`src/hdl/assert_macros.svh`:
```
// assertion helpers shared by the rtl
`ifndef ASSERT_MACROS_SVH
`define ASSERT_MACROS_SVH

// property that must hold at every edge out of reset
`define ASSERT_ALWAYS(lbl, clk, rst_n, prop) \
    lbl: assert property (@(posedge clk) disable iff (!rst_n) (prop)) \
        else $error("assertion failed");

// antecedent in a cycle implies consequent in the same cycle
`define ASSERT_IMPLY(lbl, clk, rst_n, ante, cons) \
    lbl: assert property (@(posedge clk) disable iff (!rst_n) (ante) |-> (cons)) \
        else $error("assertion failed");

`endif

```
`src/hdl/atu_pkg.sv`:
```
package atu_pkg;

    localparam int MAX_RUN     = 6;
    localparam int RUN_CNT_W   = 3;
    localparam int RUN_IDX_W   = 3;
    localparam int QUEUE_DEPTH = 2;
    localparam int QPTR_W      = 1;
    localparam int QCNT_W      = 2;

    localparam logic [1:0] MODE_FONT   = 2'd0;
    localparam logic [1:0] MODE_ASCII  = 2'd1;
    localparam logic [1:0] MODE_DECODE = 2'd2;

    localparam logic [1:0] CFG_MODE    = 2'd0;
    localparam logic [1:0] CFG_INTL    = 2'd1;
    localparam logic [1:0] CFG_LISTING = 2'd2;

    localparam logic KIND_DATA  = 1'b0;
    localparam logic KIND_FLUSH = 1'b1;

    typedef struct packed {
        logic [1:0] mode;
        logic       intl_set;
        logic       printed_listing;
    } t_cfg;

    // bytes[0] goes out first
    typedef struct packed {
        logic [MAX_RUN-1:0][7:0] bytes;
        logic [RUN_CNT_W-1:0]    count;
    } t_run;

    typedef struct packed {
        logic [RUN_IDX_W-1:0] idx;
        logic                 pop;
    } t_back_stat;

endpackage

```
`src/hdl/atascii_utf8_transcoder.sv`:
```
// channel | direction | handshake                | payload
// cfg     | in        | i_cfg_we                 | i_cfg_index, i_cfg_data
// in      | in        | i_in_valid / o_in_stall  | i_kind, i_in_byte
// out     | out       | o_out_valid / i_out_stall| o_out_byte, o_last_of_run
//
// an input transfer is taken whenever the queue is not full; its results go out one byte
// per cycle while i_out_stall is low; an input gives 0 to 6 result bytes (3 for a glyph)
// the byte-wide output register sets the rate; the first result byte is presented
// after it passes through the queue slot and then the output register
// synchronous active-low reset clears config, decode state, held lf and the queue
// o_in_stall rises only while the queue is full; an output stall can fill the queue and so raise it
`include "assert_macros.svh"

module atascii_utf8_transcoder (
    input  logic       i_clk,
    input  logic       i_rst_n,
    input  logic       i_cfg_we,
    input  logic [1:0] i_cfg_index,
    input  logic [1:0] i_cfg_data,
    input  logic       i_in_valid,
    output logic       o_in_stall,
    input  logic       i_kind,
    input  logic [7:0] i_in_byte,
    output logic       o_out_valid,
    input  logic       i_out_stall,
    output logic [7:0] o_out_byte,
    output logic       o_last_of_run
);

    atu_pkg::t_cfg        r_cfg;
    atu_pkg::t_run        run, head;
    atu_pkg::t_back_stat  stat;
    logic                 take, push, full, head_valid;
    logic [atu_pkg::QCNT_W-1:0] q_count;

    always_ff @(posedge i_clk) begin
        if (!i_rst_n) begin
            r_cfg <= '0;
        end else if (i_cfg_we) begin
            unique case (i_cfg_index)
                atu_pkg::CFG_MODE:    r_cfg.mode            <= i_cfg_data;
                atu_pkg::CFG_INTL:    r_cfg.intl_set        <= i_cfg_data[0];
                atu_pkg::CFG_LISTING: r_cfg.printed_listing <= i_cfg_data[0];
                default: ;
            endcase
        end
    end

    assign o_in_stall = full;
    assign take       = i_in_valid && !full;

    atu_front u_front (
        .i_clk     (i_clk),
        .i_rst_n   (i_rst_n),
        .i_cfg     (r_cfg),
        .i_take    (take),
        .i_kind    (i_kind),
        .i_in_byte (i_in_byte),
        .o_push    (push),
        .o_run     (run)
    );

    atu_queue u_queue (
        .i_clk        (i_clk),
        .i_rst_n      (i_rst_n),
        .i_push       (push),
        .i_run        (run),
        .i_pop        (stat.pop),
        .o_full       (full),
        .o_head_valid (head_valid),
        .o_head       (head),
        .o_count      (q_count)
    );

    atu_back u_back (
        .i_clk         (i_clk),
        .i_rst_n       (i_rst_n),
        .i_head_valid  (head_valid),
        .i_head        (head),
        .i_out_stall   (i_out_stall),
        .o_out_valid   (o_out_valid),
        .o_out_byte    (o_out_byte),
        .o_last_of_run (o_last_of_run),
        .o_stat        (stat)
    );

    `ASSERT_ALWAYS(a_q_bound, i_clk, i_rst_n, q_count <= atu_pkg::QCNT_W'(atu_pkg::QUEUE_DEPTH))
    `ASSERT_IMPLY(a_head_count, i_clk, i_rst_n, head_valid, head.count != '0 && head.count <= 3'd6)
    `ASSERT_IMPLY(a_idx_in_run, i_clk, i_rst_n, head_valid, stat.idx < head.count)
    `ASSERT_IMPLY(a_pop_has_head, i_clk, i_rst_n, stat.pop, head_valid)
    `ASSERT_IMPLY(a_idle_idx, i_clk, i_rst_n, !head_valid, stat.idx == '0)

endmodule

```
`src/hdl/atu_front.sv`:
```
module atu_front (
    input  logic              i_clk,
    input  logic              i_rst_n,
    input  atu_pkg::t_cfg     i_cfg,
    input  logic              i_take,
    input  logic              i_kind,
    input  logic [7:0]        i_in_byte,
    output logic              o_push,
    output atu_pkg::t_run     o_run
);

    typedef enum logic [1:0] {
        PH_PLAIN = 2'd0,
        PH_LEAD  = 2'd1,
        PH_CONT  = 2'd2
    } t_phase;

    typedef struct packed {
        logic [2:0][7:0] b;
        logic [1:0]      n;
    } t_piece;

    localparam logic [7:0] LF       = 8'h0A;
    localparam logic [7:0] EOL      = 8'h9B;
    localparam logic [7:0] LEAD     = 8'hEE;

    t_phase     r_phase, n_phase;
    logic [1:0] r_lead, n_lead;
    logic       r_held, n_held;

    t_piece          pre, body;
    logic [7:0]      c;
    atu_pkg::t_run   run;

    function automatic t_piece f_glyph(input logic [7:0] x, input logic intl);
        t_piece p;
        p.b[0] = LEAD;
        p.b[1] = {2'b10, 3'b000, intl, x[7], x[6]};
        p.b[2] = {2'b10, x[5:0]};
        p.n    = 2'd3;
        return p;
    endfunction

    function automatic t_piece f_one(input logic [7:0] x);
        t_piece p;
        p      = '0;
        p.b[0] = x;
        p.n    = 2'd1;
        return p;
    endfunction

    function automatic logic [7:0] f_to_atascii(input logic [7:0] x);
        return (x == LF) ? EOL : x;
    endfunction

    function automatic t_piece f_encode(input logic [7:0] x, input logic [1:0] mode,
                                        input logic intl);
        t_piece p;
        if (mode == atu_pkg::MODE_ASCII) begin
            if (x < 8'h20)       p = f_one(x + 8'h60);
            else if (x >= 8'hC0) p = f_one(x - 8'h80);
            else if (x == EOL)   p = f_one(LF);
            else                 p = f_one(x);
        end else begin
            if (x == EOL)
                p = f_one(LF);
            else if (x[6:0] <= 7'h1F || x[6:0] == 7'h60 || x >= 8'h7B)
                p = f_glyph(x, intl);
            else
                p = f_one(x);
        end
        return p;
    endfunction

    assign c = i_in_byte;

    always_comb begin
        n_phase = r_phase;
        n_lead  = r_lead;
        n_held  = r_held;
        pre     = '0;
        body    = '0;
        if (i_kind == atu_pkg::KIND_FLUSH) begin
            if (r_held) pre = f_one(LF);
            n_held  = 1'b0;
            n_phase = PH_PLAIN;
            n_lead  = 2'd0;
        end else if (i_cfg.mode == atu_pkg::MODE_DECODE) begin
            unique case (r_phase)
                PH_LEAD: begin
                    if (c[7:6] == 2'b10) begin
                        n_lead  = c[1:0];
                        n_phase = PH_CONT;
                    end else begin
                        body.b[0] = LEAD;
                        body.b[1] = f_to_atascii(c);
                        body.n    = 2'd2;
                        n_phase   = PH_PLAIN;
                    end
                end
                PH_CONT: begin
                    body    = f_one({r_lead, c[5:0]});
                    n_phase = PH_PLAIN;
                end
                default: begin
                    if (c == LEAD) n_phase = PH_LEAD;
                    else           body = f_one(f_to_atascii(c));
                end
            endcase
        end else begin
            // printed listing: a held lf is resolved by the byte after it
            if (i_cfg.printed_listing && r_held) begin
                if (c >= 8'h30 && c <= 8'h39) pre = f_one(LF);
                else                          pre = f_glyph(LF, i_cfg.intl_set);
            end
            if (i_cfg.printed_listing && c == LF) begin
                n_held = 1'b1;
            end else begin
                if (i_cfg.printed_listing) n_held = 1'b0;
                body = f_encode(c, i_cfg.mode, i_cfg.intl_set);
            end
        end
    end

    always_comb begin
        run = '0;
        run.bytes[2:0] = pre.b;
        priority case (pre.n)
            2'd0:    run.bytes[2:0] = body.b;
            2'd1:    run.bytes[3:1] = body.b;
            default: run.bytes[5:3] = body.b;
        endcase
        run.count = {1'b0, pre.n} + {1'b0, body.n};
    end

    assign o_run  = run;
    assign o_push = i_take && (run.count != '0);

    always_ff @(posedge i_clk) begin
        if (!i_rst_n) begin
            r_phase <= PH_PLAIN;
            r_lead  <= 2'd0;
            r_held  <= 1'b0;
        end else if (i_take) begin
            r_phase <= n_phase;
            r_lead  <= n_lead;
            r_held  <= n_held;
        end
    end

endmodule

```
`src/hdl/atu_queue.sv`:
```
module atu_queue (
    input  logic                        i_clk,
    input  logic                        i_rst_n,
    input  logic                        i_push,
    input  atu_pkg::t_run               i_run,
    input  logic                        i_pop,
    output logic                        o_full,
    output logic                        o_head_valid,
    output atu_pkg::t_run               o_head,
    output logic [atu_pkg::QCNT_W-1:0]  o_count
);

    atu_pkg::t_run r_slot [atu_pkg::QUEUE_DEPTH];
    logic [atu_pkg::QPTR_W-1:0] r_wr, r_rd;
    logic [atu_pkg::QCNT_W-1:0] r_cnt;

    assign o_full       = (r_cnt == atu_pkg::QCNT_W'(atu_pkg::QUEUE_DEPTH));
    assign o_head_valid = (r_cnt != '0);
    assign o_head       = r_slot[r_rd];
    assign o_count      = r_cnt;

    always_ff @(posedge i_clk) begin
        if (i_push) r_slot[r_wr] <= i_run;
    end

    always_ff @(posedge i_clk) begin
        if (!i_rst_n) begin
            r_wr  <= '0;
            r_rd  <= '0;
            r_cnt <= '0;
        end else begin
            if (i_push) r_wr <= r_wr + 1'b1;
            if (i_pop)  r_rd <= r_rd + 1'b1;
            r_cnt <= r_cnt + atu_pkg::QCNT_W'(i_push) - atu_pkg::QCNT_W'(i_pop);
        end
    end

endmodule

```
`src/hdl/atu_back.sv`:
```
module atu_back (
    input  logic                  i_clk,
    input  logic                  i_rst_n,
    input  logic                  i_head_valid,
    input  atu_pkg::t_run         i_head,
    input  logic                  i_out_stall,
    output logic                  o_out_valid,
    output logic [7:0]            o_out_byte,
    output logic                  o_last_of_run,
    output atu_pkg::t_back_stat   o_stat
);

    logic [atu_pkg::RUN_IDX_W-1:0] r_idx;
    logic       r_out_valid;
    logic [7:0] r_out_byte;
    logic       r_out_last;
    logic       step, last;

    // one byte of the head run moves into the output register per cycle unless a held output byte is stalled
    assign step = i_head_valid && (!r_out_valid || !i_out_stall);
    assign last = (r_idx == i_head.count - 1'b1);

    always_ff @(posedge i_clk) begin
        if (!i_rst_n) begin
            r_idx       <= '0;
            r_out_valid <= 1'b0;
        end else begin
            if (step) r_idx <= last ? '0 : r_idx + 1'b1;
            if (step)              r_out_valid <= 1'b1;
            else if (!i_out_stall) r_out_valid <= 1'b0;
        end
    end

    always_ff @(posedge i_clk) begin
        if (step) begin
            r_out_byte <= i_head.bytes[r_idx];
            r_out_last <= last;
        end
    end

    assign o_out_valid   = r_out_valid;
    assign o_out_byte    = r_out_byte;
    assign o_last_of_run = r_out_last;
    assign o_stat.idx    = r_idx;
    assign o_stat.pop    = step && last;

endmodule
```
`config.mk`:
```
export PLATFORM = sky130hd
export DESIGN_NAME = atascii_utf8_transcoder
export DESIGN_NICKNAME = d
export VERILOG_FILES = /design/src/hdl/atu_pkg.sv /design/src/hdl/atascii_utf8_transcoder.sv /design/src/hdl/atu_front.sv /design/src/hdl/atu_queue.sv /design/src/hdl/atu_back.sv
export VERILOG_INCLUDE_DIRS = /design/src /design/src/hdl
export SDC_FILE = /design/constraint.sdc
export NUM_CORES = 1
export LEC_CHECK = 0
export BUFFER_PORTS_ARGS = -buffer_cell sky130_fd_sc_hd__buf_4
export CORE_ASPECT_RATIO = 0.6
export CORE_MARGIN = 2
export CORE_UTILIZATION = 30
export CTS_BUF_LIST = sky130_fd_sc_hd__clkbuf_4 sky130_fd_sc_hd__clkbuf_8
export CTS_CLUSTER_DIAMETER = 60
export CTS_CLUSTER_SIZE = 28
export DETAILED_ROUTE_END_ITERATION = 12
export GPL_TIMING_DRIVEN = 0
export PLACE_DENSITY = 0.53
export SETUP_SLACK_MARGIN = 0.15
export SLEW_MARGIN = 5
export SYNTH_ARGS = -nofsm -noshare
export SYNTH_HDL_FRONTEND = slang
export SYNTH_SLANG_ARGS = --single-unit
```
`constraint.sdc`:
```
create_clock -name i_clk -period 8.62 [get_ports i_clk]
set_clock_uncertainty 0.1 [all_clocks]
set_input_delay 1.724 -clock i_clk [delete_from_list [all_inputs] [get_ports i_clk]]
set_output_delay 1.724 -clock i_clk [all_outputs]
set_load 0.005 [all_outputs]
```
# Word level (Yosys, flattened, before mapping)
# Memories as Yosys holds them, arrays and structs flattened. A register that Yosys moved wholly into a read port is not among the register bits.
# Index checks and enable logic that the tools add are counted.
# totals
register_bits	26
ramBits	102
out_inout_bits	11
mem_count	1
# mem_list
name	depth	word_bits	rd	rd_ports_with_merged_regs	wr	line	rtl
u_queue.r_slot	2	51	1	1	1	atu_queue.sv:13	atu_pkg::t_run r_slot [atu_pkg::QUEUE_DEPTH];
# op_classes
add_sub_neg	9
n_lt_le_gt_ge	7
n_eq_ne	16
mux	44
reduce_logical	29
# ops
operator	count
26-bit 2-to-1 mux	12
18-bit one-hot mux with 2 select lines	1
16-bit one-hot mux with 2 select lines	1
8-bit binary-select mux with 3-bit select	1
8-bit 2-to-1 mux	3
10-bit 2-to-1 mux	2
18-bit 2-to-1 mux	1
8-bit == test (second input constant)	2
16-bit 2-to-1 mux	1
2-bit 2-to-1 mux	8
8-bit one-hot mux with 2 select lines	1
2-bit == test (second input constant)	5
1-bit 2-to-1 mux	10
8-bit by 7-bit adder with 8-bit output (second input constant)	1
2-bit by 1-bit == test with 1-bit output (second input constant)	4
8-bit by 4-bit == test with 1-bit output (second input constant)	1
8-bit by 6-bit >= comparator with 1-bit output (second input constant)	1
8-bit by 7-bit >= comparator with 1-bit output (second input constant)	1
8-bit >= comparator (second input constant)	1
8-bit by 6-bit less-or-equal comparator with 1-bit output (second input constant)	1
8-bit by 6-bit less-than comparator with 1-bit output (second input constant)	1
2-bit nonzero test	4
8-bit subtractor (second input constant)	1
7-bit == test (second input constant)	1
other kinds (24)	40

# Depth between registers and ports, before layout
# logic_depth
ltp_word	14
mapped_depth	14
depth_no_buf	13

# By module
# Synthesis repeated with hierarchy kept, for this count alone.
# hier_totals
cells_unflattened	481
hier_area_um2	6764.0
# modules_own_cells
mod	instances	cells_per_inst	area_each_um2
atu_queue	1	180	4164.0
atu_front	1	210	1472.7
atu_back	1	73	944.7
atascii_utf8_transcoder	1	18	182.7

# Least setup slack after synthesis
# No wires, ideal clock.
# synth_path
path_kind	input to register
startpoint	input port i_in_byte[6]
endpoint	memory u_queue.r_slot[0][0] (netlist name), enable pin
setup_ns	0.522
t_arrival_ns	7.146
required_time_ns	7.998
setup_slack_ns	0.852
cell_stages	10
n_path_buf	1
cell_sequence	clkbuf_1 > inv_1 > ha_1 > o21a_1 > o41a_1 > nand2_1 > nand2b_1 > fa_1 > nor3_1 > nor3_1
# synth_lines
element	line	rtl
from (decl)	atascii_utf8_transcoder.sv:23	input logic [7:0] i_in_byte,
to (decl)	atu_queue.sv:13	

==> impl_metrics.ini <==
[final_layout]
finalNonFillerCells = 773
diodes = 0
final_common_cell = edfxtp_1
fillCellCount = 1870
layout_common_cells = 109 x edfxtp_1, 31 x nor2_1, 28 x buf_4
nNetsFinal = 521
fin_util = 0.360
layout-drive-gt1-share = 0.205
syn2layout_area_growth_pct = 16.1

[synth]
synth_xor_area_frac = 0.0103
synth_ff_type = edfxtp_1
netlist_instances = 436
seq_area_frac_synth = 0.608
muxShareOfSynthArea = 0.115
synth_top_family_by_area = multiplexers
synth-simple-area-share = 0.111
synth_compound_area_frac = 0.102
synth_seq_cells = 127
synthArstFlopShare = 0
yosysUniqueCellTypes = 71
synthAdderAreaFrac = 0.0201
synth_warnings = 0
syn-cell-area_sq_mm = 0.00597
synth_edf_count = 109
syn_area_per_cell_sq_um = 13.7

[sta]
slew_headroom = 0.386
fmax_ghz = 0.181
tightestPinTransition_ns = 0.920
rsz0062_at_grt = no
fin_crit_sh = 0.641
setup_viol = 0
drv_slew = 0
hold_violations = 0
period_needed_ns = 5.52

[placed_design]
dp_hpwl_microns = 11100
placedCellCount = 741
portBuffers = 24
gp_congestion = 0.932

[grt]
grt_start_max_net_pins = 28
grt_overflow_total = 0
grt_usage = 0.153
grt_antenna_before_repair = 0
grt_pass1_vias = 3788
grt_pass1_wl_microns = 23300

[cts]
clockBufferDepth = 2
cts_resized = 0
cts_htree_levels = 4
holdBufCountCts = 0
clk_pin_slew_ns = 0.08
cts_tree = built
cts_buffers = 17
cts_sinks = 127
clk-insertion-delay-late_ns = 0.44
post_cts_buffers = 0
cts-root-buf = clkbuf_8

[power]
irDropWorstVdd_v = 0.0000876
p_leak_nw = 2.33
pwr_density_cell_mw_per_mm2 = 239

[die]
initial_core_util = 0.310
die_h_microns = 113
die_w_microns = 186
die-area_sq_mm = 0.0211
io_pins = 29
core_area_sq_mm = 0.0193
row_count = 39

[detailed_routing]
drc = 0
drt-pass1-iter-count = 5
wirelength_microns = 15200
drt_iter0_drc = 414
wl_per_cell_microns = 19.6
vias = 3986
antenna_left = 0
via_per_inst = 5.16

[critical_path]
worstPathCellList = buf_4, clkbuf_1, inv_1, ha_1, o21a_1, o41a_1, nand2_1, nand2b_1, fa_1, nor3_1, nor3_2, buf_6, buf_8, buf_4, buf_6
crit_slowest_cell = fa_1
critPathMaxFanout = 11
critical_path.endpoint_type = register
cp-start-kind = input pin
cp_data_required_time_ns = 8.67
crit_type = in2reg
cp.arrival_ns = 5.57
critPathMaxStageDelay_ns = 0.61

[min_path]
hold_path.class = reg2reg

[flow_run]
cap_violations = 0

[outcome]
outcome = complete, no violations
==> synthesized netlist by cell type (all sizes together) (2+ instances only) <==
cell	n	share of area
a21oi	10	0.0084
o22ai	14	0.015
xnor2	5	0.0073
nand3	8	0.0067
o41ai	2	0.0042
or2	2	0.0021
nor3	8	0.0067
nand3b	5	0.0063
buf	11	0.011
mux2i	17	0.028
clkbuf	13	0.0082
o21ai	16	0.013
nand2	21	0.013
nand2b	10	0.010
nor2	31	0.019
a221oi	3	0.0054
and4	2	0.0029
dfxtp	18	0.060
a21boi	10	0.013
nand4	5	0.0052
nor4	3	0.0042
mux4	23	0.087
inv	20	0.013
o311ai	2	0.0029
xor2	2	0.0029
nor2b	10	0.010
o2111ai	2	0.0029
and2	10	0.011
or4	2	0.0025
ha	8	0.017
and3	2	0.0029
a31oi	4	0.0042
a211oi	2	0.0042
edfxtp	109	0.55
o21a	3	0.0038
a311oi	2	0.0059
==> metrics by stage <==
| stage | power (mW) | setup slack [ns] | hold slack, ns | TNS, ns | area, sq um |
|---|---|---|---|---|---|
| final | 1.66 | 3.10 | 0.400 | 0 | 6940 |
| after detailed placement | 1.24 | 2.70 | 0.384 | 0 | 6600 |
| after global routing | 1.75 | 2.88 | 0.426 | 0 | 6940 |
| after CTS | 1.68 | 3.15 | 0.398 | 0 | 6940 |
| after floorplan | 1.08 | 0.852 | 0.355 | 0 | 6010 |
| after global placement | 1.22 | -1.82 | 0.370 | -92.62 | 6520 |
==> layer usage <==
layer | GRT usage | routed length (microns) | part of all wire | vias up
met3 | 0.0435 | 1200 | 0.079 | 15
met5 | 0 | 0 | 0 | -
met1 | 0.244 | 7800 | 0.51 | 2031
met4 | 0.0352 | 143 | 0.0094 | 0
met2 | 0.200 | 6020 | 0.40 | 146
li1 | - | - | - | 1794
==> where the power goes <==
part	switching, mW	internal, mW
logic	0.236	0.186
clock network	0.241	0.200
registers	0.0240	0.770
==> path summary, 6_finish.rpt <==
check / from / end / slack, ns / cells after the start
max: i_in_byte[6] / u_queue.r_slot[0][11]$_DFFE_PP_ / 3.10 / 15
max reg2reg: r_cfg[2]$_SDFFE_PN0P_ / u_queue.r_slot[0][11]$_DFFE_PP_ / 4.29 / 13
min: u_back.o_out_valid$_SDFFE_PN0P_ / u_back.o_out_valid$_SDFFE_PN0P_ / 0.40 / 2
min reg2reg: u_back.o_out_valid$_SDFFE_PN0P_ / u_back.o_out_valid$_SDFFE_PN0P_ / 0.40 / 2
==> kinds of logic (layout without fill, tap and decap cells) <==
| family | after synthesis | after routing |
|---|---|---|
| AOI/OAI and AO/OA | 83 | 83 |
| xor gates and xnor gates | 7 | 7 |
| buffers and inverters | 45 | 107 |
| and+or+nand+nor | 124 | 124 |
| other | 1 | 10 |
| adders and majority gates | 9 | 9 |
| muxes | 40 | 40 |
| DFF | 127 | 127 |
==> critical path: cells and delay by family <==
| kind | cells | cell delay [ns] |
|---|---|---|
| simple gates | 4 | 0.79 |
| fa+ha+maj | 2 | 0.89 |
| compound gates | 2 | 0.63 |
| buf+inv | 7 | 1.53 |
==> sequential cells by signal, indices dropped and copies added, names as in the netlist, 2 cells and up, named ones only <==
signal	flops
u_front.r_lead	2
u_queue.o_count	2
u_front.r_phase	2
r_cfg	4
u_queue.r_slot	100
u_back.r_idx	3
u_back.o_out_byte	8
==> final cells by class <==
class	instances	area [sq um]	area share
clock buffers	18	241	0.0348
well taps	266	333	0.0480
repair buffers	30	253	0.0364
clock inverters	14	93.8	0.0135
multi-input cells	273	2190	0.316
flip-flops and latches	127	3630	0.524
plain buffers	24	114	0.0164
inverters	21	78.8	0.0114
No activity file was read; power rests on OpenSTA's default activity.
